<file path="src/design/ibfr_pkg.sv">
// ============================================================================
// ibfr_pkg
// Shared constants and types for the serial-bus frame receiver.
// ============================================================================
package ibfr_pkg;

    // Frame layout
    localparam int CHANNELS    = 14;
    localparam int FRAME_BYTES = 32;
    localparam int SUM_BYTES   = 30;
    localparam int BYTE_AW     = $clog2(FRAME_BYTES);
    localparam int WORD_AW     = $clog2(FRAME_BYTES / 2);
    localparam int CH_W        = 4;

    // Header bytes
    localparam logic [7:0] HDR_LEN = 8'h20;
    localparam logic [7:0] HDR_CMD = 8'h40;

    // Result kinds
    localparam logic [1:0] KIND_CHANNEL = 2'd0;
    localparam logic [1:0] KIND_ERROR   = 2'd1;
    localparam logic [1:0] KIND_STATUS  = 2'd2;

    // Request operations
    localparam logic OP_BYTE = 1'b0;
    localparam logic OP_TICK = 1'b1;

    // Configuration register indexes
    localparam int CFG_IDX_W = 3;
    localparam logic [CFG_IDX_W-1:0] REG_PULSE_MIN   = 3'd0;
    localparam logic [CFG_IDX_W-1:0] REG_PULSE_MAX   = 3'd1;
    localparam logic [CFG_IDX_W-1:0] REG_STALE_TMO   = 3'd2;
    localparam logic [CFG_IDX_W-1:0] REG_ARM_CHANNEL = 3'd3;
    localparam logic [CFG_IDX_W-1:0] REG_ARM_THRESH  = 3'd4;

    // Commands from the frame parser to the emitter
    typedef enum logic [1:0] {
        CMD_FRAME,
        CMD_ERROR,
        CMD_STATUS
    } cmd_op_t;

    typedef struct packed {
        logic    valid;
        cmd_op_t op;
        logic    healthy;
    } cmd_t;

    // Configuration seen by the emitter
    typedef struct packed {
        logic [15:0]     pulse_min;
        logic [15:0]     pulse_max;
        logic [CH_W-1:0] arm_channel;
        logic [15:0]     arm_threshold;
    } emit_cfg_t;

endpackage

</file>
<file path="src/design/ibfr_if.sv">
// ============================================================================
// ibfr_if
// Valid/ready channel interfaces for incoming requests and result items.
// ============================================================================
interface ibfr_item_if;
    logic       valid;
    logic       ready;
    logic       op;
    logic [7:0] data_byte;

    modport source (output valid, output op, output data_byte, input ready);
    modport sink   (input valid, input op, input data_byte, output ready);
endinterface

interface ibfr_result_if;
    logic        valid;
    logic        ready;
    logic [1:0]  kind;
    logic [3:0]  channel;
    logic [15:0] value_us;
    logic [15:0] raw_value;
    logic        healthy;
    logic        armed;
    logic        last;

    modport source (output valid, output kind, output channel, output value_us,
                    output raw_value, output healthy, output armed, output last,
                    input ready);
    modport sink   (input valid, input kind, input channel, input value_us,
                    input raw_value, input healthy, input armed, input last,
                    output ready);
endinterface

</file>
<file path="src/design/ibus_frame_receiver.sv">
// ============================================================================
// ibus_frame_receiver
// Serial-bus frame receiver: header sync, frame gathering with a running
// checksum, fourteen-channel readout and link health on millisecond ticks.
// ============================================================================
//
// Channel   Dir   Carries
// --------  ----  -------------------------------------------------------
// item      in    op (byte or tick), data_byte
// result    out   kind, channel, value_us, raw_value, healthy, armed, last
// cfg_*     in    write enable, register index, 16-bit write data
//
// A byte or tick request is taken whenever the emitter is idle. A completed valid frame
// keeps item.ready low through the channel readout: each channel costs one frame-store
// read and one load of the result register, more while result.ready is low.
// A checksum error or a status item holds the input until its item is loaded, longer while
// an earlier result still waits.
// The result register lets a request be taken while a result still waits.
// Reset is asynchronous and active low; the frame store needs no clearing.
module ibus_frame_receiver
    import ibfr_pkg::*;
(
    input  logic                 clk,
    input  logic                 rst_n,
    input  logic                 cfg_we,
    input  logic [CFG_IDX_W-1:0] cfg_index,
    input  logic [15:0]          cfg_data,
    ibfr_item_if.sink            item,
    ibfr_result_if.source        result
);

    // Configuration registers
    logic [15:0]     pulse_min_reg;
    logic [15:0]     pulse_max_reg;
    logic [15:0]     stale_tmo_reg;
    logic [CH_W-1:0] arm_channel_reg;
    logic [15:0]     arm_thresh_reg;

    // Parser state
    logic [BYTE_AW-1:0] byte_index_reg, byte_index_next;
    logic [15:0]        sum_reg, sum_next;
    logic [7:0]         csum_lo_reg, csum_lo_next;
    logic               frame_seen_reg, frame_seen_next;
    logic [15:0]        age_reg, age_next;

    logic               accept;
    logic               emit_busy;
    cmd_t               cmd;
    emit_cfg_t          emit_cfg;

    logic               ram_we;
    logic [BYTE_AW-1:0] ram_waddr;
    logic               ram_re;
    logic [WORD_AW-1:0] ram_raddr;
    logic [15:0]        ram_rdata;
    logic [15:0]        expect_sum;

    assign item.ready = !emit_busy;
    assign accept     = item.valid && item.ready;
    assign expect_sum = 16'hFFFF - sum_reg;

    // Configuration writes.
    always_ff @(posedge clk or negedge rst_n)
    begin
        if (!rst_n)
        begin
            pulse_min_reg   <= 16'd1000;
            pulse_max_reg   <= 16'd2000;
            stale_tmo_reg   <= 16'd100;
            arm_channel_reg <= CH_W'(4);
            arm_thresh_reg  <= 16'd1500;
        end
        else if (cfg_we)
        begin
            unique case (cfg_index)
                REG_PULSE_MIN:   pulse_min_reg   <= cfg_data;
                REG_PULSE_MAX:   pulse_max_reg   <= cfg_data;
                REG_STALE_TMO:   stale_tmo_reg   <= cfg_data;
                REG_ARM_CHANNEL: arm_channel_reg <= cfg_data[CH_W-1:0];
                REG_ARM_THRESH:  arm_thresh_reg  <= cfg_data;
                default:         arm_thresh_reg  <= arm_thresh_reg;
            endcase
        end
    end

    // Header sync, byte store, running checksum and frame age.
    always_comb
    begin
        byte_index_next = byte_index_reg;
        sum_next        = sum_reg;
        csum_lo_next    = csum_lo_reg;
        frame_seen_next = frame_seen_reg;
        age_next        = age_reg;
        ram_we          = 1'b0;
        ram_waddr       = byte_index_reg;
        cmd             = '{valid: 1'b0, op: CMD_STATUS, healthy: 1'b0};

        if (accept)
        begin
            if (item.op == OP_TICK)
            begin
                if (age_reg != 16'hFFFF)
                begin
                    age_next = age_reg + 16'd1;
                end
                cmd.valid   = 1'b1;
                cmd.op      = CMD_STATUS;
                cmd.healthy = frame_seen_reg && (age_next <= stale_tmo_reg);
            end
            else if (byte_index_reg == '0)
            begin
                // Wait for the length byte that opens a frame.
                if (item.data_byte == HDR_LEN)
                begin
                    ram_we          = 1'b1;
                    sum_next        = {8'h00, item.data_byte};
                    byte_index_next = BYTE_AW'(1);
                end
            end
            else if (byte_index_reg == BYTE_AW'(1) && item.data_byte != HDR_CMD)
            begin
                // A second length byte restarts the frame at byte one.
                if (item.data_byte == HDR_LEN)
                begin
                    ram_we          = 1'b1;
                    ram_waddr       = '0;
                    sum_next        = {8'h00, item.data_byte};
                    byte_index_next = BYTE_AW'(1);
                end
                else
                begin
                    byte_index_next = '0;
                end
            end
            else
            begin
                ram_we          = 1'b1;
                byte_index_next = byte_index_reg + BYTE_AW'(1);
                if (byte_index_reg < BYTE_AW'(SUM_BYTES))
                begin
                    sum_next = sum_reg + {8'h00, item.data_byte};
                end
                if (byte_index_reg == BYTE_AW'(SUM_BYTES))
                begin
                    csum_lo_next = item.data_byte;
                end
                // The final byte completes the frame and the checksum.
                if (byte_index_reg == BYTE_AW'(FRAME_BYTES - 1))
                begin
                    cmd.valid = 1'b1;
                    if (expect_sum == {item.data_byte, csum_lo_reg})
                    begin
                        cmd.op          = CMD_FRAME;
                        frame_seen_next = 1'b1;
                        age_next        = '0;
                    end
                    else
                    begin
                        cmd.op = CMD_ERROR;
                    end
                end
            end
        end
    end

    // Parser registers.
    always_ff @(posedge clk or negedge rst_n)
    begin
        if (!rst_n)
        begin
            byte_index_reg <= '0;
            sum_reg        <= '0;
            csum_lo_reg    <= '0;
            frame_seen_reg <= 1'b0;
            age_reg        <= '0;
        end
        else
        begin
            byte_index_reg <= byte_index_next;
            sum_reg        <= sum_next;
            csum_lo_reg    <= csum_lo_next;
            frame_seen_reg <= frame_seen_next;
            age_reg        <= age_next;
        end
    end

    assign emit_cfg = '{pulse_min:     pulse_min_reg,
                        pulse_max:     pulse_max_reg,
                        arm_channel:   arm_channel_reg,
                        arm_threshold: arm_thresh_reg};

    // Frame store.
    ibfr_frame_ram u_ram (
        .clk   (clk),
        .we    (ram_we),
        .waddr (ram_waddr),
        .wdata (item.data_byte),
        .re    (ram_re),
        .raddr (ram_raddr),
        .rdata (ram_rdata)
    );

    // Result sequencing.
    ibfr_emitter u_emitter (
        .clk       (clk),
        .rst_n     (rst_n),
        .cmd       (cmd),
        .cfg       (emit_cfg),
        .busy      (emit_busy),
        .ram_re    (ram_re),
        .ram_raddr (ram_raddr),
        .ram_rdata (ram_rdata),
        .result    (result)
    );

endmodule

</file>
<file path="src/design/ibfr_frame_ram.sv">
// ============================================================================
// ibfr_frame_ram
// Frame store: byte-wide writes, registered 16-bit word reads.
// ============================================================================
module ibfr_frame_ram
    import ibfr_pkg::*;
(
    input  logic               clk,
    input  logic               we,
    input  logic [BYTE_AW-1:0] waddr,
    input  logic [7:0]         wdata,
    input  logic               re,
    input  logic [WORD_AW-1:0] raddr,
    output logic [15:0]        rdata
);

    // Even bytes hold the low half of each word, odd bytes the high half.
    logic [7:0]  lo_mem [FRAME_BYTES/2];
    logic [7:0]  hi_mem [FRAME_BYTES/2];
    logic [15:0] rdata_reg;

    // Byte write into the lane chosen by the address LSB.
    always_ff @(posedge clk)
    begin
        if (we)
        begin
            if (waddr[0])
            begin
                hi_mem[waddr[BYTE_AW-1:1]] <= wdata;
            end
            else
            begin
                lo_mem[waddr[BYTE_AW-1:1]] <= wdata;
            end
        end
    end

    // Registered word read; data holds while no read is issued.
    always_ff @(posedge clk)
    begin
        if (re)
        begin
            rdata_reg <= {hi_mem[raddr], lo_mem[raddr]};
        end
    end

    assign rdata = rdata_reg;

endmodule

</file>
<file path="src/design/ibfr_emitter.sv">
// ============================================================================
// ibfr_emitter
// Reads channel words back from the frame store, clamps them and drives the
// result register; also issues checksum error and link status items.
// ============================================================================
module ibfr_emitter
    import ibfr_pkg::*;
(
    input  logic                clk,
    input  logic                rst_n,
    input  cmd_t                cmd,
    input  emit_cfg_t           cfg,
    output logic                busy,
    output logic                ram_re,
    output logic [WORD_AW-1:0]  ram_raddr,
    input  logic [15:0]         ram_rdata,
    ibfr_result_if.source       result
);

    typedef enum logic [1:0] {
        ST_IDLE,
        ST_SINGLE,
        ST_READ,
        ST_WAIT
    } state_t;

    state_t          state_reg;
    logic [CH_W-1:0] ch_reg;
    logic [15:0]     arm_value_reg;
    logic [1:0]      single_kind_reg;
    logic            single_healthy_reg;

    logic            out_valid_reg;
    logic [1:0]      out_kind_reg;
    logic [3:0]      out_channel_reg;
    logic [15:0]     out_value_reg;
    logic [15:0]     out_raw_reg;
    logic            out_healthy_reg;
    logic            out_armed_reg;
    logic            out_last_reg;

    logic            can_load;
    logic            out_load;
    logic [CH_W-1:0] arm_sel;
    logic [15:0]     clamped;
    logic            last_ch;

    // The result register may be refilled when empty or being drained.
    assign can_load = !out_valid_reg || result.ready;

    // A new item goes into the result register this cycle.
    assign out_load = can_load && ((state_reg == ST_SINGLE) || (state_reg == ST_WAIT));

    // Out-of-range arm channel selects the last channel.
    assign arm_sel = (cfg.arm_channel >= CH_W'(CHANNELS)) ? CH_W'(CHANNELS - 1)
                                                           : cfg.arm_channel;

    // Clamp: the lower bound is checked first and wins whenever the value lies below it.
    always_comb
    begin
        if (ram_rdata < cfg.pulse_min)
        begin
            clamped = cfg.pulse_min;
        end
        else if (ram_rdata > cfg.pulse_max)
        begin
            clamped = cfg.pulse_max;
        end
        else
        begin
            clamped = ram_rdata;
        end
    end

    assign last_ch   = (ch_reg == CH_W'(CHANNELS - 1));
    assign busy      = (state_reg != ST_IDLE);
    assign ram_re    = (state_reg == ST_READ);
    // Channel n sits in word n + 1, after the two header bytes.
    assign ram_raddr = WORD_AW'(ch_reg) + WORD_AW'(1);

    // Sequencer, arm capture and result register.
    always_ff @(posedge clk or negedge rst_n)
    begin
        if (!rst_n)
        begin
            state_reg          <= ST_IDLE;
            ch_reg             <= '0;
            arm_value_reg      <= '0;
            single_kind_reg    <= KIND_ERROR;
            single_healthy_reg <= 1'b0;
            out_valid_reg      <= 1'b0;
            out_kind_reg       <= KIND_CHANNEL;
            out_channel_reg    <= '0;
            out_value_reg      <= '0;
            out_raw_reg        <= '0;
            out_healthy_reg    <= 1'b0;
            out_armed_reg      <= 1'b0;
            out_last_reg       <= 1'b0;
        end
        else
        begin
            if (out_valid_reg && result.ready && !out_load)
            begin
                out_valid_reg <= 1'b0;
            end

            unique case (state_reg)
                ST_IDLE:
                begin
                    if (cmd.valid)
                    begin
                        unique case (cmd.op)
                            CMD_FRAME:
                            begin
                                ch_reg    <= '0;
                                state_reg <= ST_READ;
                            end
                            CMD_ERROR:
                            begin
                                single_kind_reg    <= KIND_ERROR;
                                single_healthy_reg <= 1'b0;
                                state_reg          <= ST_SINGLE;
                            end
                            CMD_STATUS:
                            begin
                                single_kind_reg    <= KIND_STATUS;
                                single_healthy_reg <= cmd.healthy;
                                state_reg          <= ST_SINGLE;
                            end
                            default:
                            begin
                                state_reg <= ST_IDLE;
                            end
                        endcase
                    end
                end

                ST_SINGLE:
                begin
                    if (can_load)
                    begin
                        out_valid_reg   <= 1'b1;
                        out_kind_reg    <= single_kind_reg;
                        out_channel_reg <= '0;
                        out_value_reg   <= '0;
                        out_raw_reg     <= '0;
                        out_healthy_reg <= single_healthy_reg;
                        out_armed_reg   <= single_healthy_reg &&
                                           (arm_value_reg >= cfg.arm_threshold);
                        out_last_reg    <= 1'b1;
                        state_reg       <= ST_IDLE;
                    end
                end

                ST_READ:
                begin
                    state_reg <= ST_WAIT;
                end

                ST_WAIT:
                begin
                    if (can_load)
                    begin
                        out_valid_reg   <= 1'b1;
                        out_kind_reg    <= KIND_CHANNEL;
                        out_channel_reg <= 4'(ch_reg);
                        out_value_reg   <= clamped;
                        out_raw_reg     <= ram_rdata;
                        out_healthy_reg <= 1'b0;
                        out_armed_reg   <= 1'b0;
                        out_last_reg    <= last_ch;
                        if (ch_reg == arm_sel)
                        begin
                            arm_value_reg <= clamped;
                        end
                        if (last_ch)
                        begin
                            state_reg <= ST_IDLE;
                        end
                        else
                        begin
                            ch_reg    <= ch_reg + CH_W'(1);
                            state_reg <= ST_READ;
                        end
                    end
                end

                default:
                begin
                    state_reg <= ST_IDLE;
                end
            endcase
        end
    end

    assign result.valid     = out_valid_reg;
    assign result.kind      = out_kind_reg;
    assign result.channel   = out_channel_reg;
    assign result.value_us  = out_value_reg;
    assign result.raw_value = out_raw_reg;
    assign result.healthy   = out_healthy_reg;
    assign result.armed     = out_armed_reg;
    assign result.last      = out_last_reg;

endmodule

</file>
<file path="src/flat_wrapper.sv">
// flat-port wrapper written by rule: the top's interface ports become plain ports
module ibus_frame_receiver_flat import ibfr_pkg::*;
  (clk, rst_n, cfg_we, cfg_index, cfg_data, item_valid, item_op, item_data_byte, item_ready, result_valid, result_kind, result_channel, result_value_us, result_raw_value, result_healthy, result_armed, result_last, result_ready);
  ibfr_item_if item_i ();
  ibfr_result_if result_i ();
  input  logic clk;
  input  logic rst_n;
  input  logic cfg_we;
  input  logic [CFG_IDX_W-1:0] cfg_index;
  input  logic [15:0] cfg_data;
  input wire logic [$bits(item_i.valid)-1:0] item_valid;
  input wire logic [$bits(item_i.op)-1:0] item_op;
  input wire logic [$bits(item_i.data_byte)-1:0] item_data_byte;
  output wire logic [$bits(item_i.ready)-1:0] item_ready;
  output wire logic [$bits(result_i.valid)-1:0] result_valid;
  output wire logic [$bits(result_i.kind)-1:0] result_kind;
  output wire logic [$bits(result_i.channel)-1:0] result_channel;
  output wire logic [$bits(result_i.value_us)-1:0] result_value_us;
  output wire logic [$bits(result_i.raw_value)-1:0] result_raw_value;
  output wire logic [$bits(result_i.healthy)-1:0] result_healthy;
  output wire logic [$bits(result_i.armed)-1:0] result_armed;
  output wire logic [$bits(result_i.last)-1:0] result_last;
  input wire logic [$bits(result_i.ready)-1:0] result_ready;
  assign item_i.valid = item_valid;
  assign item_i.op = item_op;
  assign item_i.data_byte = item_data_byte;
  assign item_ready = item_i.ready;
  assign result_valid = result_i.valid;
  assign result_kind = result_i.kind;
  assign result_channel = result_i.channel;
  assign result_value_us = result_i.value_us;
  assign result_raw_value = result_i.raw_value;
  assign result_healthy = result_i.healthy;
  assign result_armed = result_i.armed;
  assign result_last = result_i.last;
  assign result_i.ready = result_ready;
  ibus_frame_receiver u_core (.clk(clk), .rst_n(rst_n), .cfg_we(cfg_we), .cfg_index(cfg_index), .cfg_data(cfg_data), .item(item_i), .result(result_i));
endmodule
</file>
<file path="config.mk">
export PLATFORM = sky130hd
export DESIGN_NAME = ibus_frame_receiver_flat
export DESIGN_NICKNAME = d
export VERILOG_FILES = /design/src/design/ibfr_pkg.sv /design/src/design/ibfr_if.sv /design/src/design/ibus_frame_receiver.sv /design/src/design/ibfr_frame_ram.sv /design/src/design/ibfr_emitter.sv /design/src/flat_wrapper.sv
export SDC_FILE = /design/constraint.sdc
export NUM_CORES = 1
export LEC_CHECK = 0
export BUFFER_PORTS_ARGS = -buffer_cell sky130_fd_sc_hd__buf_2
export CAP_MARGIN = 25
export CORE_ASPECT_RATIO = 1.4
export CORE_MARGIN = 3
export CORE_UTILIZATION = 35
export CTS_CLUSTER_DIAMETER = 30
export DETAILED_ROUTE_END_ITERATION = 16
export PLACE_DENSITY = 0.54
export RECOVER_POWER = 100
export SYNTH_ARGS = -nofsm -noshare
export SYNTH_HDL_FRONTEND = slang
export SYNTH_HIERARCHICAL = 1
export SYNTH_SLANG_ARGS = --single-unit
export TNS_END_PERCENT = 20
</file>
<file path="constraint.sdc">
create_clock -name clk -period 6.39 [get_ports clk]
set_input_delay 0.3195 -clock clk [delete_from_list [all_inputs] [get_ports clk]]
set_output_delay 0.3195 -clock clk [all_outputs]
set_load 0.1 [all_outputs]
</file>
==> flow_summary.toml <==
[floorplanning]
die_width_um = 212
num_io_pins = 76
core.rowCount = 105
initial_core_util_pct = 35.5
die_area_um2 = 62500
coreArea_um2 = 58700
die-height_um = 295

[worst_setup_path]
worst_setup_path_start_kind = "flop"
critPathArrivalTime_ns = 4.61
crit_path_max_fanout = 35
sum_of_buffers_and_inverters_on_the_critical_path = 2
crit_required_ns = 6.74
cp_cell_sequence = "clkinvlp_2, buf_4, mux4_1, a22oi_1, nand2_1"
timing.critical_path.to_type = "flop"
worst_path_dominant_cell_family = "buffers and inverters"
critPathMaxStageDelay_ns = 1.50
path_type_of_the_worst_setup_path = "flop to flop"
critPathSlowestCell = "clkinvlp_2"

[placement]
detailedPlacementHpwl_mm = 35.8
pre_cts_ws_ns = 2.55
placed_cell_areas_um2 = 22000
place.port_buffers = 75
gp_congestion = 0.808

[sta]
timing.final.crit_share_pct = 66.6
final.setup.tns_ns = 0
relSlewSlack_pct = -90.9
grt_setup_unrepaired = "false"
max_slew.worst_pin.slew_ns = 2.86
clock_tree_skew_after_final_layout_ns = 0.0301
finalSetupViolCount = 0
period_minus_slack_ns = 4.26
final.setup.worst_slack_ns = 2.13
slew_violations = 459
finalHoldViolations = 0
timing.fmax_ghz = 0.235

[clock_network]
post_cts_buffers = 0
cts.sinks = 453
ctsLongestPathBuffers = 3
cts_made_buffers = 87
holdBufCountCts = 3
insertion_delay_ns = 0.62
clk_root_buffer_cell = "clkbuf_16"
clk_pin_slew_ns = 0.05
tritoncts = "yes"
post_cts.resized_instances = 0
ctsHtreeMaxLevel = 3

[cells_and_area]
final_net_count = 1743
design_area_um2 = 24900
growth_of_design_area_from_synthesis_to_finish_pct = 19.5
n_antenna_cell = 0
proportion_of_layout_cells_with_a_drive_suffix_above_1_pct = 19.8

[grt]
groute.usage.overall_pct = 17.0
grt_pass1_wl_mm = 81.1
grt_antenna_before_repair = 0
grt_overflow_total = 0
maximum_number_of_pins_on_one_net_before_global_route_repair = 95
grt_pass1_vias = 13600

[hold_path]
timing.hold.worst.class = "input port to flop"

[power_and_ir_drop]
power.combinational.fraction_pct = 17.2
net-switching-power_w = 0.00289
switching_share_pct = 28.8
share_of_power_burned_in_the_clock_network_pct = 47.0
power.density_nw_per_um2 = 404
power.static_leakage_nw = 9.78
worst_ir_drop_vdd_v = 0.000222
p_int_w = 0.00716
sequentialPowerShare_pct = 35.8

[logic_synthesis]
synth.cell_area_um2 = 20800
ys.flop_type = "edfxtp_1"
synthesis.instances = 1505
yosysUniqueCellTypes = 88
synthesis.area_per_instance_um2 = 13.8
postSynthNetCount = 1621
synthDominantCellAreaShare_pct = 39.2
yosysWarningCount = 6
ys_seq_area_share_pct = 61.1
synth_edf_count = 272
async_reset_ff_share_pct = 40.0
synth_seq_cells = 453
synth_top_area_cell = "edfxtp_1"
ys_top_cells_by_area = "edfxtp_1 (39%), dfrtp_1 (19%), mux4_2 (5.8%)"

[job]
maxCapViolations = 12

[route]
dr.first_iter.drc_count = 699
route.antenna.remaining_nets = 0
post_drt_via_cell_ratio = 5.28
via_count = 12900
route.final.wire_length_mm = 52.6
wire_per_inst_um = 21.5
post-route-drc-count = 0
firstDrtPassIters = 5

[status]
outcome = "finished with violations"
failing_checks = "max-capacitance violations, max-slew violations"
power groups by stage:
stage / clock network, W / registers (W) / logic [W]
floorplan: 0 / 0.00365 / 0.00125
global placement: 0 / 0.00364 / 0.00174
detailed placement: 0 / 0.00365 / 0.00177
CTS: 0.00483 / 0.00360 / 0.00178
global route: 0.00499 / 0.00363 / 0.00191
finish: 0.00473 / 0.00360 / 0.00172
layout make-up:
type / instances / area, um2
clock buffers: 101 / 2290
clock inverters: 61 / 821
fillers: 5307 / 33800
inverters: 85 / 320
multi-input cells: 899 / 7350
flip-flops and latches: 453 / 12700
well taps: 749 / 937
repair buffers: 101 / 467
stage by stage:
stage          hold slack, ns  total power [W]  cells  util [%]
3_3_place_gp            0.443          0.00538   2283      37.4
2_1_floorplan          0.0239          0.00490   1505         -
6_report               0.0287           0.0101   2449      42.4
5_1_grt                0.0350           0.0105   2449      42.4
4_1_cts               0.00714           0.0102   2449      42.7
3_5_place_dp            0.444          0.00542   2284      37.4
layer usage:
layer / routed length, um / global-route usage (%)
met2: 27700 / 30.8
met5: 0 / 0
met4: 1470 / 6.22
met3: 2140 / 2.67
met1: 21300 / 20.4
cell usage after synthesis, types with 17 or more instances:
| cell | number |
|---|---|
| edfxtp_1 | 272 |
| dfrtp_1 | 157 |
| nand2_1 | 135 |
| inv_1 | 85 |
| ha_1 | 82 |
| nand3_1 | 67 |
| nor2_1 | 65 |
| mux2_2 | 64 |
| mux4_2 | 54 |
| a22oi_1 | 49 |
| o21ai_0 | 42 |
| a21oi_1 | 39 |
| clkbuf_1 | 35 |
| dfstp_2 | 24 |
| nand4_1 | 24 |
| o211ai_1 | 24 |
| xor2_1 | 23 |
| o21ai_1 | 17 |
worst min-delay path: cells and delay by family:
family,cells,cell delay [ns]
compound gates,1,0.07
buf+inv,1,0.17
simple gates,1,0.07
final timing paths:
kind	depth (start not counted)	slack, ns	to	start
worst max-delay path	5	2.13	u_core/u_ram/rdata[2]	u_core/u_emitter/ch_reg[0]
worst min-delay path	3	0.03	u_core/stale_tmo_reg[6]	cfg_data[6]
worst max register to register	5	2.13	u_core/u_ram/rdata[2]	u_core/u_emitter/ch_reg[0]
worst min register to register	2	0.47	u_core/u_emitter/result.raw_value[6]	u_core/u_emitter/result.raw_value[6]
max in group asynchronous	3	2.81	u_core/u_emitter/arm_value_reg[15]	rst_n
min in group asynchronous	2	0.32	u_core/sum_reg[6]	rst_n
cells in the final DEF (no fill, tap or decap), types with 10 or more instances in the layout:
cell / count
ha_1: 82
nand2_1: 134
xnor2_1: 15
mux2_2: 64
mux2i_1: 16
bufinv_16: 13
dfstp_2: 24
a21oi_1: 39
nand3_1: 67
mux4_1: 10
inv_1: 83
dfrtp_1: 157
a22oi_1: 49
xor2_1: 23
nor3_1: 10
nand4_1: 24
a21o_1: 16
a22o_1: 12
nand2b_1: 11
nor2_1: 65
clkbuf_16: 87
clkbuf_1: 74
buf_2: 23
nor2b_1: 13
clkinv_4: 10
o21ai_0: 55
o211ai_1: 25
mux4_2: 54
edfxtp_1: 272
logic make-up after synthesis:
family,Yosys count,share of synthesized area [%]
AOI/OAI and AO/OA,253,8.39
xor gates and xnor gates,38,1.60
adders and majority gates,83,5.02
buffers and inverters,153,3.44
DFF,453,61.1
muxes,146,11.5
and+or+nand+nor,379,9.01
Power figures use the tool's default switching activity.
